`config.mk`:
```
export PLATFORM = sky130hd
export DESIGN_NAME = rs485_frame_builder_crc16_top
export DESIGN_NICKNAME = d
export VERILOG_FILES = /design/src/rtl/rfb_pkg.sv /design/src/rtl/rfb_queue.sv /design/src/rtl/rfb_front.sv /design/src/rtl/rfb_back.sv /design/src/rtl/rs485_frame_builder_crc16_top.sv
export SDC_FILE = /design/constraint.sdc
export NUM_CORES = 1
export LEC_CHECK = 0
export BUFFER_PORTS_ARGS = -buffer_cell sky130_fd_sc_hd__buf_2
export CORE_ASPECT_RATIO = 0.75
export CORE_MARGIN = 10
export CORE_UTILIZATION = 50
export CTS_CLUSTER_SIZE = 16
export DETAILED_ROUTE_END_ITERATION = 10
export PLACE_DENSITY = 0.76
export REMOVE_ABC_BUFFERS = 1
export SYNTH_ARGS = -nofsm -noshare
export SYNTH_HDL_FRONTEND = slang
export SYNTH_SLANG_ARGS = --single-unit
```
`constraint.sdc`:
```
create_clock -name clk -period 5.4 [get_ports clk]
set_clock_uncertainty 0.2 [all_clocks]
set_input_delay 0.27 -clock clk [delete_from_list [all_inputs] [get_ports clk]]
set_output_delay 0.27 -clock clk [all_outputs]
set_load 0.03 [all_outputs]
```
`src/rtl/rfb_pkg.sv`:
```
// ----------------------------------------------------------------------------
// rfb_pkg - shared types and constants for the request frame builder
// Job descriptor passed from the front end to the back end, step codes of the
// back-end sequencer and the bytewise Modbus CRC-16 update.
// ----------------------------------------------------------------------------
package rfb_pkg;

	localparam logic [15:0] CRC_INIT    = 16'hFFFF;
	localparam logic [15:0] CRC_POLY    = 16'hA001;
	localparam logic [7:0]  HEADER_INIT = 8'h3E;

	// input command codes
	localparam logic CMD_START   = 1'b0;
	localparam logic CMD_PAYLOAD = 1'b1;

	typedef enum logic {
		JOB_START = 1'b0,
		JOB_DATA  = 1'b1
	} job_kind_t;

	// a start job carries packet_seq, device_addr, command_code, payload_len in
	// f0..f3; a data job carries its byte in f3
	typedef struct packed {
		job_kind_t   kind;
		logic        close;
		logic [7:0]  f0;
		logic [7:0]  f1;
		logic [7:0]  f2;
		logic [7:0]  f3;
	} job_t;

	typedef logic [2:0] step_t;

	localparam step_t STEP_HEADER = 3'd0;
	localparam step_t STEP_SEQ = 3'd1;
	localparam step_t STEP_ADDR = 3'd2;
	localparam step_t STEP_CODE = 3'd3;
	localparam step_t STEP_LAST_FIELD = 3'd4;
	localparam step_t STEP_CRC_LO = 3'd5;
	localparam step_t STEP_CRC_HI = 3'd6;

	function automatic logic [15:0] crc_fold(input logic [15:0] crc_in, input logic [7:0] b);
		logic [15:0] c;
		c = crc_in ^ {8'h00, b};
		for (int i = 0; i < 8; i++) begin
			if (c[0]) begin
				c = (c >> 1) ^ CRC_POLY;
			end else begin
				c = c >> 1;
			end
		end
		return c;
	endfunction

endpackage

```
`src/rtl/rfb_queue.sv`:
```
// ----------------------------------------------------------------------------
// rfb_queue - job queue between front end and back end
// Small register FIFO of job descriptors, head visible without a read cycle.
// ----------------------------------------------------------------------------
module rfb_queue import rfb_pkg::*; #(
	parameter int DEPTH = 4
) (
	input  logic clk,
	input  logic arst_n,
	input  logic push,
	input  job_t push_job,
	output logic full,
	input  logic pop,
	output job_t head_job,
	output logic empty
);

	localparam int PTR_W = (DEPTH > 1) ? $clog2(DEPTH) : 1;
	localparam int CNT_W = $clog2(DEPTH + 1);

	job_t             mem_q [DEPTH];
	logic [PTR_W-1:0] wr_ptr_q;
	logic [PTR_W-1:0] rd_ptr_q;
	logic [CNT_W-1:0] count_q;

	assign full     = (count_q == CNT_W'(DEPTH));
	assign empty    = (count_q == '0);
	assign head_job = mem_q[rd_ptr_q];

	function automatic logic [PTR_W-1:0] ptr_next(input logic [PTR_W-1:0] p);
		return (p == PTR_W'(DEPTH - 1)) ? '0 : PTR_W'(p + 1'b1);
	endfunction

	always_ff @(posedge clk) begin
		if (push) begin
			mem_q[wr_ptr_q] <= push_job;
		end
	end

	always_ff @(posedge clk or negedge arst_n) begin
		if (!arst_n) begin
			wr_ptr_q <= '0;
			rd_ptr_q <= '0;
			count_q  <= '0;
		end else begin
			if (push) begin
				wr_ptr_q <= ptr_next(wr_ptr_q);
			end
			if (pop) begin
				rd_ptr_q <= ptr_next(rd_ptr_q);
			end
			if (push && !pop) begin
				count_q <= CNT_W'(count_q + 1'b1);
			end else if (pop && !push) begin
				count_q <= CNT_W'(count_q - 1'b1);
			end
		end
	end

endmodule

```
`src/rtl/rfb_front.sv`:
```
// ----------------------------------------------------------------------------
// rfb_front - input acceptance and classification
// Tracks the open frame and payload count, turns each transaction into a
// job for the back end or drops stray payload bytes.
// ----------------------------------------------------------------------------
module rfb_front import rfb_pkg::*; (
	input  logic       clk,
	input  logic       arst_n,
	input  logic       in_valid,
	output logic       in_ready,
	input  logic       cmd,
	input  logic [7:0] packet_seq,
	input  logic [7:0] device_addr,
	input  logic [7:0] command_code,
	input  logic [7:0] payload_len,
	input  logic [7:0] data_byte,
	output logic       push,
	output job_t       push_job,
	input  logic       full
);

	logic       frame_open_q;
	logic [7:0] bytes_left_q;
	logic       accept;

	assign in_ready = !full;
	assign accept   = in_valid && in_ready;

	// drop payload bytes that arrive with no frame open
	assign push = accept && ((cmd == CMD_START) || frame_open_q);

	always_comb begin
		push_job = '0;
		if (cmd == CMD_START) begin
			push_job.kind  = JOB_START;
			push_job.close = (payload_len == 8'd0);
			push_job.f0    = packet_seq;
			push_job.f1    = device_addr;
			push_job.f2    = command_code;
			push_job.f3    = payload_len;
		end else begin
			push_job.kind  = JOB_DATA;
			push_job.close = (bytes_left_q == 8'd1);
			push_job.f3    = data_byte;
		end
	end

	always_ff @(posedge clk or negedge arst_n) begin
		if (!arst_n) begin
			frame_open_q <= 1'b0;
			bytes_left_q <= '0;
		end else if (push) begin
			if (cmd == CMD_START) begin
				frame_open_q <= (payload_len != 8'd0);
				bytes_left_q <= payload_len;
			end else begin
				frame_open_q <= (bytes_left_q != 8'd1);
				bytes_left_q <= bytes_left_q - 8'd1;
			end
		end
	end

	a_open_has_count: assert property (@(posedge clk) disable iff (!arst_n)
		frame_open_q |-> bytes_left_q != 8'd0)
		else $error("frame open with no payload bytes left");

	a_closed_no_count: assert property (@(posedge clk) disable iff (!arst_n)
		!frame_open_q |-> bytes_left_q == 8'd0)
		else $error("payload count left over with no frame open");

endmodule

```
`src/rtl/rfb_back.sv`:
```
// ----------------------------------------------------------------------------
// rfb_back - frame byte sequencer with CRC
// Walks each job byte by byte, folds emitted bytes into the CRC, appends the
// CRC on frame close and drives the output register.
// ----------------------------------------------------------------------------
module rfb_back import rfb_pkg::*; (
	input  logic       clk,
	input  logic       arst_n,
	input  logic [7:0] header_byte,
	input  job_t       head_job,
	input  logic       empty,
	output logic       pop,
	output logic       out_valid,
	input  logic       out_ready,
	output logic [7:0] out_byte,
	output logic       frame_last
);

	logic        busy_q;
	step_t       step_q;
	logic [15:0] crc_q;
	logic        out_valid_q;
	logic [7:0]  out_byte_q;
	logic        frame_last_q;

	logic        emit;
	logic        job_done;
	step_t       cur_step;
	logic [7:0]  cur_byte;
	logic [15:0] crc_base;

	assign emit = !empty && (!out_valid_q || out_ready);

	always_comb begin
		if (busy_q) begin
			cur_step = step_q;
		end else if (head_job.kind == JOB_START) begin
			cur_step = STEP_HEADER;
		end else begin
			cur_step = STEP_LAST_FIELD;
		end
	end

	always_comb begin
		case (cur_step)
			STEP_HEADER:     cur_byte = header_byte;
			STEP_SEQ:        cur_byte = head_job.f0;
			STEP_ADDR:       cur_byte = head_job.f1;
			STEP_CODE:       cur_byte = head_job.f2;
			STEP_LAST_FIELD: cur_byte = head_job.f3;
			STEP_CRC_LO:     cur_byte = crc_q[7:0];
			STEP_CRC_HI:     cur_byte = crc_q[15:8];
			default:         cur_byte = 8'h00;
		endcase
	end

	// a start job restarts the CRC, abandoning any open frame
	assign crc_base = (cur_step == STEP_HEADER) ? CRC_INIT : crc_q;

	assign job_done = (cur_step == STEP_CRC_HI) ||
		((cur_step == STEP_LAST_FIELD) && !head_job.close);
	assign pop = emit && job_done;

	always_ff @(posedge clk or negedge arst_n) begin
		if (!arst_n) begin
			busy_q      <= 1'b0;
			step_q      <= STEP_HEADER;
			crc_q       <= CRC_INIT;
			out_valid_q <= 1'b0;
		end else begin
			if (emit) begin
				out_valid_q <= 1'b1;
				busy_q      <= !job_done;
				step_q      <= step_t'(cur_step + 3'd1);
				if (cur_step == STEP_CRC_HI) begin
					crc_q <= CRC_INIT;
				end else if (cur_step != STEP_CRC_LO) begin
					crc_q <= crc_fold(crc_base, cur_byte);
				end
			end else if (out_ready) begin
				out_valid_q <= 1'b0;
			end
		end
	end

	always_ff @(posedge clk) begin
		if (emit) begin
			out_byte_q   <= cur_byte;
			frame_last_q <= (cur_step == STEP_CRC_HI);
		end
	end

	assign out_valid  = out_valid_q;
	assign out_byte   = out_byte_q;
	assign frame_last = frame_last_q;

	a_busy_has_job: assert property (@(posedge clk) disable iff (!arst_n)
		busy_q |-> !empty)
		else $error("sequencer mid-job with empty queue");

	a_busy_step: assert property (@(posedge clk) disable iff (!arst_n)
		busy_q |-> (step_q != STEP_HEADER) && (step_q <= STEP_CRC_HI))
		else $error("sequencer step out of range");

	a_crc_reinit: assert property (@(posedge clk) disable iff (!arst_n)
		emit && (cur_step == STEP_CRC_HI) |=> crc_q == CRC_INIT && frame_last_q)
		else $error("CRC not reinitialized after frame close");

endmodule

```
`src/rtl/rs485_frame_builder_crc16_top.sv`:
```
// A start or in-frame payload item is queued as a job; the back-end sequencer moves
// its bytes into the output register, one byte per cycle unless the queue is empty or
// out_* stalls. Bytes: payload 1, closing payload 3, start 5 (7 with zero length).
// The job queue (QUEUE_DEPTH entries) lets input and output stall independently.
// Reset: header_byte = 0x3E, no frame open, CRC = 0xFFFF, queue and output empty.
// ----------------------------------------------------------------------------
// rs485_frame_builder_crc16_top - request frame builder with Modbus CRC-16
// Front end classifies transactions, a job queue decouples it from the byte
// sequencer that emits header, payload and CRC bytes.
// ----------------------------------------------------------------------------
module rs485_frame_builder_crc16_top import rfb_pkg::*; #(
	parameter int QUEUE_DEPTH = 4
) (
	input  logic       clk,
	input  logic       arst_n,
	input  logic       cfg_we,
	input  logic [7:0] cfg_wdata,
	input  logic       in_valid,
	output logic       in_ready,
	input  logic       cmd,
	input  logic [7:0] packet_seq,
	input  logic [7:0] device_addr,
	input  logic [7:0] command_code,
	input  logic [7:0] payload_len,
	input  logic [7:0] data_byte,
	output logic       out_valid,
	input  logic       out_ready,
	output logic [7:0] out_byte,
	output logic       frame_last
);

	logic [7:0] header_byte_q;
	logic       push;
	job_t       push_job;
	logic       full;
	logic       pop;
	job_t       head_job;
	logic       empty;

	always_ff @(posedge clk or negedge arst_n) begin
		if (!arst_n) begin
			header_byte_q <= HEADER_INIT;
		end else if (cfg_we) begin
			header_byte_q <= cfg_wdata;
		end
	end

	rfb_front u_front (
		.clk          (clk),
		.arst_n       (arst_n),
		.in_valid     (in_valid),
		.in_ready     (in_ready),
		.cmd          (cmd),
		.packet_seq   (packet_seq),
		.device_addr  (device_addr),
		.command_code (command_code),
		.payload_len  (payload_len),
		.data_byte    (data_byte),
		.push         (push),
		.push_job     (push_job),
		.full         (full)
	);

	rfb_queue #(
		.DEPTH (QUEUE_DEPTH)
	) u_queue (
		.clk      (clk),
		.arst_n   (arst_n),
		.push     (push),
		.push_job (push_job),
		.full     (full),
		.pop      (pop),
		.head_job (head_job),
		.empty    (empty)
	);

	rfb_back u_back (
		.clk         (clk),
		.arst_n      (arst_n),
		.header_byte (header_byte_q),
		.head_job    (head_job),
		.empty       (empty),
		.pop         (pop),
		.out_valid   (out_valid),
		.out_ready   (out_ready),
		.out_byte    (out_byte),
		.frame_last  (frame_last)
	);

endmodule

```
==> flow_summary_export.csv, run 1 <==
group,metric,value,unit
synth,synth-simple-area-share,7.64,%
critical_path,critPathLaunch,"u_queue.rd_ptr_q[1]$_DFFE_PN0P_",
pwr,powerDensity,699,nW/um^2
synth,synth_xor_area_share,3.51,%
floorplanning,die_w,171,um
synth,yosysSeqAreaShare,64.0,%
floorplanning,start_util,51.1,%
final_layout,stdcell_area,10000,um^2
sta,fin_crit,4.21,ns
clock_tree,cts.clk_slew.worst_paths,0.07,ns
synth,synthAdderAreaFrac,1.83,%
critical_path,crit_type,"reg -> reg",
grt,overflow,0,
synth,synth_top_family_by_area,"multiplexers",
sta,setup_viol,0,
critical_path,r2r-start,"u_queue.rd_ptr_q[1]$_DFFE_PN0P_",
floorplanning,rows,41,
clock_tree,cts.sinks,190,
critical_path,cp_max_fo,31,
clock_tree,htree_levels,4,
critical_path,crit_required,5.56,ns
critical_path,cp_data_arrival_time,4.36,ns
clock_tree,numCtsBuffers,17,
placement,port_buffers,64,
synth,ys.warnings.count,0,
final_layout,fin_nets,729,
grt,grt_pass1_vias,5462,
drt,initialDrtViolationCount,448,
synth,muxShareOfSynthArea,12.9,%
final_layout,final_common_cell,"edfxtp_1",
pwr,cellLeakagePower,3.69,nW
clock_tree,clk_latency,0.43,ns
synth,yosys.cell_types.count,64,
sta,finalHoldViolCount,0,
grt,track_usage,17.7,%
floorplanning,io-pin-count,65,
drt,detail_route.first_pass.iterations,5,
critical_path,rr_endpoint,"u_back.crc_q[14]$_DFFE_PN1P_",
sta,report.final.slew_viol_count,0,
sta,tightest_slew,1.06,ns
flow_run,drv_cap,0,
sta,finalSetupTns,0,ns
placement,post_dp_cell_area,9150,um^2
synth,synth_compound_area_share,7.64,%
final_layout,final_cell_mix,"edfxtp_1 (145), buf_2 (64), nand2_1 (39)",
drt,remaining_drc_errors,0,
clock_tree,cts_tree,"done",
drt,viasPerCell,5.80,
synth,synth_flop_cell,"edfxtp_1",
floorplanning,coreArea,16800,um^2
final_layout,drive_above_1_share,28.4,%
synth,avgSynthCellArea,15.1,um^2
final_layout,antenna_cells,0,
synth,synth_edf_count,145,
hold_path,hold_class,"in -> reg",
synth,synthArstFlopShare,23.7,%
critical_path,worst_r2r_path_depth,10,
floorplanning,die_y,134,um
pwr,vdd_ir_drop_max,0.000574,V
grt,grt_pass1_wl,30.9,mm
critical_path,startpoint_type,"register",
clock_tree,clk_path_buf_depth,2,
clock_tree,cts_root_buf,"clkbuf_16",
critical_path,cp-end-kind,"register",
sta,rsz0062_at_grt,"no",
floorplanning,dieArea,22900,um^2
clock_tree,cts_setup_buffers,0,
critical_path,endpoint,"u_back.crc_q[14]$_DFFE_PN1P_",
grt,antenna_found_initial,0,
sta,relSlewSlack,28.6,%
drt,ant_nets,0,
synth,synth-seq-cells,190,
drt,vias,5167,
placement,hpwlAfterDp,12.6,mm
placement,gp_congestion,0.867,
final_layout,layoutNonFillerInstCount,891,
placement,dp.cells,833,
sta,holdWs,0.0409,ns
run_status,outcome,"completed",
final_layout,synthToLayoutAreaGrowth,16.6,%
drt,wire_per_inst,21.8,um
synth,synthCells,570,
sta,fmax,238,MHz
critical_path,r2r_setup_slack,1.19,ns
grt,grt_max_degree,46,
sta,fin_crit_sh,77.9,%
drt,drt_wl_total,19.4,mm
synth,syn-cell-area,8600,um^2
[critical path, cell delays in order (launching register included)]
cell and delay, ns:
dfrtp_1 0.68, nor2_1 0.16, a222oi_1 0.35, buf_4 0.44, mux2_2 0.38, a211o_1 0.28
o21ai_0 0.38, xnor2_1 0.26, xnor3_1 0.43, xnor3_1 0.38, a21oi_1 0.17
[sequential cells by signal, indices dropped and copies added (netlist names)]
register	count
u_queue.mem_q	136
u_back.crc_q	16
header_byte_q	8
u_back.out_byte	8
u_front.bytes_left_q	8
u_back.step_q	3
u_queue.count_q	3
u_queue.rd_ptr_q	2
u_queue.wr_ptr_q	2
u_back.busy_q	1
u_back.frame_last	1
u_back.out_valid	1
u_front.frame_open_q	1
[what timing repair did]
item,in CTS,in global routing
hold buffers,26,0
endpoints found under the setup margin,0,0
hold endpoints to repair,69,0
resized for setup,0,0
[layer usage]
metal	GRT usage, %	wire [um]
met2	26.1	8870
met1	25.2	8920
met3	4.81	1370
met5	0	0
met4	5.11	285
[layout make-up]
type                       count  area [um^2]
fill                        1299         6800
sequential                   190         5510
multi-input combinational    333         2890
timing repair buffer         102          671
clock buffer                  20          437
tap                          215          269
clock inverter                12          184
inverter                      19         71.3
[cells by family (layout without fill, tap and decap cells)]
family | after synthesis | count (layout)
buffers and inverters | 47 | 153
AO/OA/AOI/OAI | 91 | 91
AND/OR/NAND/NOR | 131 | 131
multiplexers | 72 | 72
XOR/XNOR | 27 | 27
adder cells (fa/ha/maj) | 12 | 12
flip-flops | 190 | 190
[power breakdown]
| part | switching (mW) | total, mW | internal [mW] |
|---|---|---|---|
| Combinational | 1.73 | 3.39 | 1.66 |
| Clock | 0.550 | 1.33 | 0.782 |
| Sequential | 0.222 | 2.30 | 2.07 |
[worst min path at each step]
stage,startpoint,end,cells past startpoint
6_report,data_byte[3],u_queue.mem_q[2][3]$_DFFE_PP_,2
2_1_floorplan,arst_n,header_byte_q[0]$_DFFE_PN0P_,0
3_5_place_dp,arst_n,u_queue.wr_ptr_q[0]$_DFFE_PN0P_,2
3_3_place_gp,arst_n,u_queue.wr_ptr_q[0]$_DFFE_PN0P_,2
4_1_cts,data_byte[3],u_queue.mem_q[2][3]$_DFFE_PP_,2
5_1_grt,data_byte[3],u_queue.mem_q[3][3]$_DFFE_PP_,2
[per-stage QoR]
step	setup WS [ns]	power [mW]	utilization (%)
after floorplan	-1.89	4.90	-
after global placement	1.33	5.57	54.4
after detailed placement	1.22	5.67	54.4
after CTS	1.20	7.02	59.6
after global routing	0.906	7.44	59.6
final	1.19	7.02	59.6
[cell usage after synthesis, drive strengths merged (8+ instances only)]
cell	count	area, um^2
dfrtp	24	601
inv	18	67.6
nand2	39	146
o21ai	23	123
nand3	13	65.1
clkbuf	15	56.3
ha	11	138
buf	13	80.1
dfstp	21	552
mux2i	20	200
xnor2	15	131
xor2	8	77.6
mux2	23	259
o22ai	11	68.8
nor2b	27	169
a21oi	21	105
nor2	27	104
o22a	8	70.1
mux4	29	653
edfxtp	145	4350
Note: power is estimated with default switching activity, not from simulation.
==> run 2: changes to the inputs <==
==> constraint.sdc (replaced) <==
create_clock -name clk -period 4.15 [get_ports clk]
set_clock_uncertainty 0.2 [all_clocks]
set_input_delay 0.2075 -clock clk [delete_from_list [all_inputs] [get_ports clk]]
set_output_delay 0.2075 -clock clk [all_outputs]
set_load 0.03 [all_outputs]
==> flow_summary_export.csv, run 2 (same netlist as run 1, synthesis figures left out) <==
group,metric,value,unit
run_status,outcome,"completed",
pwr,p_int,5.84,mW
final_layout,largestRegisters,"u_queue.mem_q x136, u_back.crc_q x16",
floorplanning,start_util,51.1,%
floorplanning,rows,41,
drt,wire_per_inst,21.8,um
pwr,switching_share,36.2,%
drt,viasPerCell,5.80,
pwr,vdd_ir_drop_max,0.000644,V
sta,tightest_slew,1.11,ns
hold_path,hold_class,"in -> reg",
sta,report.final.slew_viol_count,0,
drt,detail_route.first_pass.iterations,5,
drt,ant_nets,0,
grt,overflow,0,
critical_path,cp_max_fo,6,
pwr,p_seq_share,32.4,%
sta,fin_crit_sh,94.4,%
clock_tree,cts.sinks,190,
critical_path,cp_data_arrival_time,4.08,ns
critical_path,cp-end-kind,"register",
clock_tree,htree_levels,4,
final_layout,antenna_cells,0,
floorplanning,die_w,171,um
final_layout,synthToLayoutAreaGrowth,19.5,%
pwr,power.share.combinational,50.0,%
pwr,cellLeakagePower,3.80,nW
critical_path,crit_type,"reg -> reg",
final_layout,largest_reg_flops,136,
flow_run,drv_cap,0,
grt,grt_max_degree,46,
grt,antenna_found_initial,0,
final_layout,multi_input_area,2890,um^2
pwr,p_sw,3.31,mW
floorplanning,die_y,134,um
sta,fin_crit,3.92,ns
drt,remaining_drc_errors,0,
final_layout,largest_register,"u_queue.mem_q",
placement,port_buffers,64,
final_layout,final_common_cell,"edfxtp_1",
drt,drt_wl_total,20.1,mm
final_layout,final_cell_mix,"edfxtp_1 (145), buf_2 (64), dlygate4sd3_1 (48)",
final_layout,seq_area,5510,um^2
sta,relSlewSlack,24.9,%
sta,finalHoldViolCount,0,
floorplanning,coreArea,16800,um^2
grt,track_usage,18.3,%
sta,worst_slack,0.233,ns
sta,fmax,255,MHz
grt,grt_pass1_vias,5524,
pwr,powerDensity,891,nW/um^2
clock_tree,cts_tree,"done",
final_layout,fillerInstances,1240,
grt,grt_pass1_wl,32.1,mm
placement,hpwlAfterDp,13.3,mm
placement,post-place-ws,0.207,ns
final_layout,fin_nets,760,
floorplanning,io-pin-count,65,
clock_tree,numCtsBuffers,17,
clock_tree,cts.clk_slew.worst_paths,0.07,ns
floorplanning,dieArea,22900,um^2
critical_path,startpoint_type,"register",
sta,rsz0062_at_grt,"no",
sta,finalSetupTns,0,ns
clock_tree,clk_latency,0.43,ns
final_layout,drive_above_1_share,28.4,%
clock_tree,clk_path_buf_depth,2,
drt,initialDrtViolationCount,529,
clock_tree,cts_root_buf,"clkbuf_16",
critical_path,crit_required,4.31,ns
drt,vias,5345,
clock_tree,cts_setup_buffers,0,
pwr,clockPowerShare,17.6,%
placement,gp_congestion,0.947,
sta,setup_viol,0,
## run 2: changes by cell type in the layout (fill, tap and decap cells not counted), sizes merged
cell / change
clkinvlp: +1
bufinv: -2
dlygate4sd3: +22
inv: +1
clkinv: +2
clkbuf: -2
buf: +9
## run 2: worst paths after layout
check                                                 from                              end  cells past startpoint  slack, ns
setup / recovery           u_queue.rd_ptr_q[0]$_DFFE_PN0P_      u_back.crc_q[0]$_DFFE_PN1P_                     13       0.23
hold / removal                             command_code[4]   u_queue.mem_q[2][12]$_DFFE_PP_                      2       0.01
setup reg to reg           u_queue.rd_ptr_q[0]$_DFFE_PN0P_      u_back.crc_q[0]$_DFFE_PN1P_                     13       0.23
hold reg to reg               u_back.out_valid$_DFFE_PN0P_     u_back.out_valid$_DFFE_PN0P_                      2       0.30
max in group asynchronous                           arst_n        u_back.busy_q$_DFFE_PN0P_                      3       3.06
min in group asynchronous                           arst_n  u_queue.wr_ptr_q[0]$_DFFE_PN0P_                      3       0.23
## run 2: final cells by class
type                       count  area share [%]
sequential                   190            53.6
timing repair buffer         133            9.33
inverter                      19           0.694
tap                          215            2.62
clock buffer                  18            4.18
clock inverter                14            1.51
multi-input combinational    333            28.1
## run 2: critical path, cell delays in order (launching register included)
cell,delay (ns)
dfrtp_2,0.43
mux2i_1,0.17
a222oi_1,0.40
inv_1,0.14
ha_1,0.31
nand2b_1,0.18
o22ai_1,0.11
a221o_1,0.31
o31ai_4,0.31
xor2_2,0.25
xnor2_1,0.18
xor3_2,0.33
xnor3_1,0.34
o22a_1,0.16
## run 2: power by group through the flow
stage | sequential [mW] | clock (mW) | combinational [mW]
2_1_floorplan | 3.13 | 0 | 3.25
3_3_place_gp | 2.97 | 0 | 4.46
3_5_place_dp | 3.00 | 0 | 4.51
4_1_cts | 2.96 | 1.64 | 4.58
5_1_grt | 3.02 | 1.72 | 4.95
6_report | 2.97 | 1.61 | 4.57
## run 2: metrics by stage
stage          instances  area (um^2)  hold WS (ns)  total power [mW]  utilization, %
2_1_floorplan        542         8460        -0.288              6.38               -
3_3_place_gp         842         9210         0.142              7.44            54.7
6_report             922        10300        0.0137              9.15            61.1
5_1_grt              922        10300       0.00758              9.69            61.1
3_5_place_dp         842         9210         0.158              7.51            54.7
4_1_cts              922        10300      0.000844              9.18            61.1
## run 2: routing by layer
layer  wire length [um]  up-vias  GRT usage (%)
met5                  0        -              0
met4                239        0           4.29
met3               1360       22           4.37
met2               9120      217           27.1
met1               9360     2700           26.7
li1                   -     2406              -
## run 2: timing repair
item | 4_1_cts | 5_1_grt
hold buffers | 48 | 0
gates resized for setup | 0 | 1
endpoints found under the setup margin | 0 | 2
hold endpoints to repair | 152 | 0
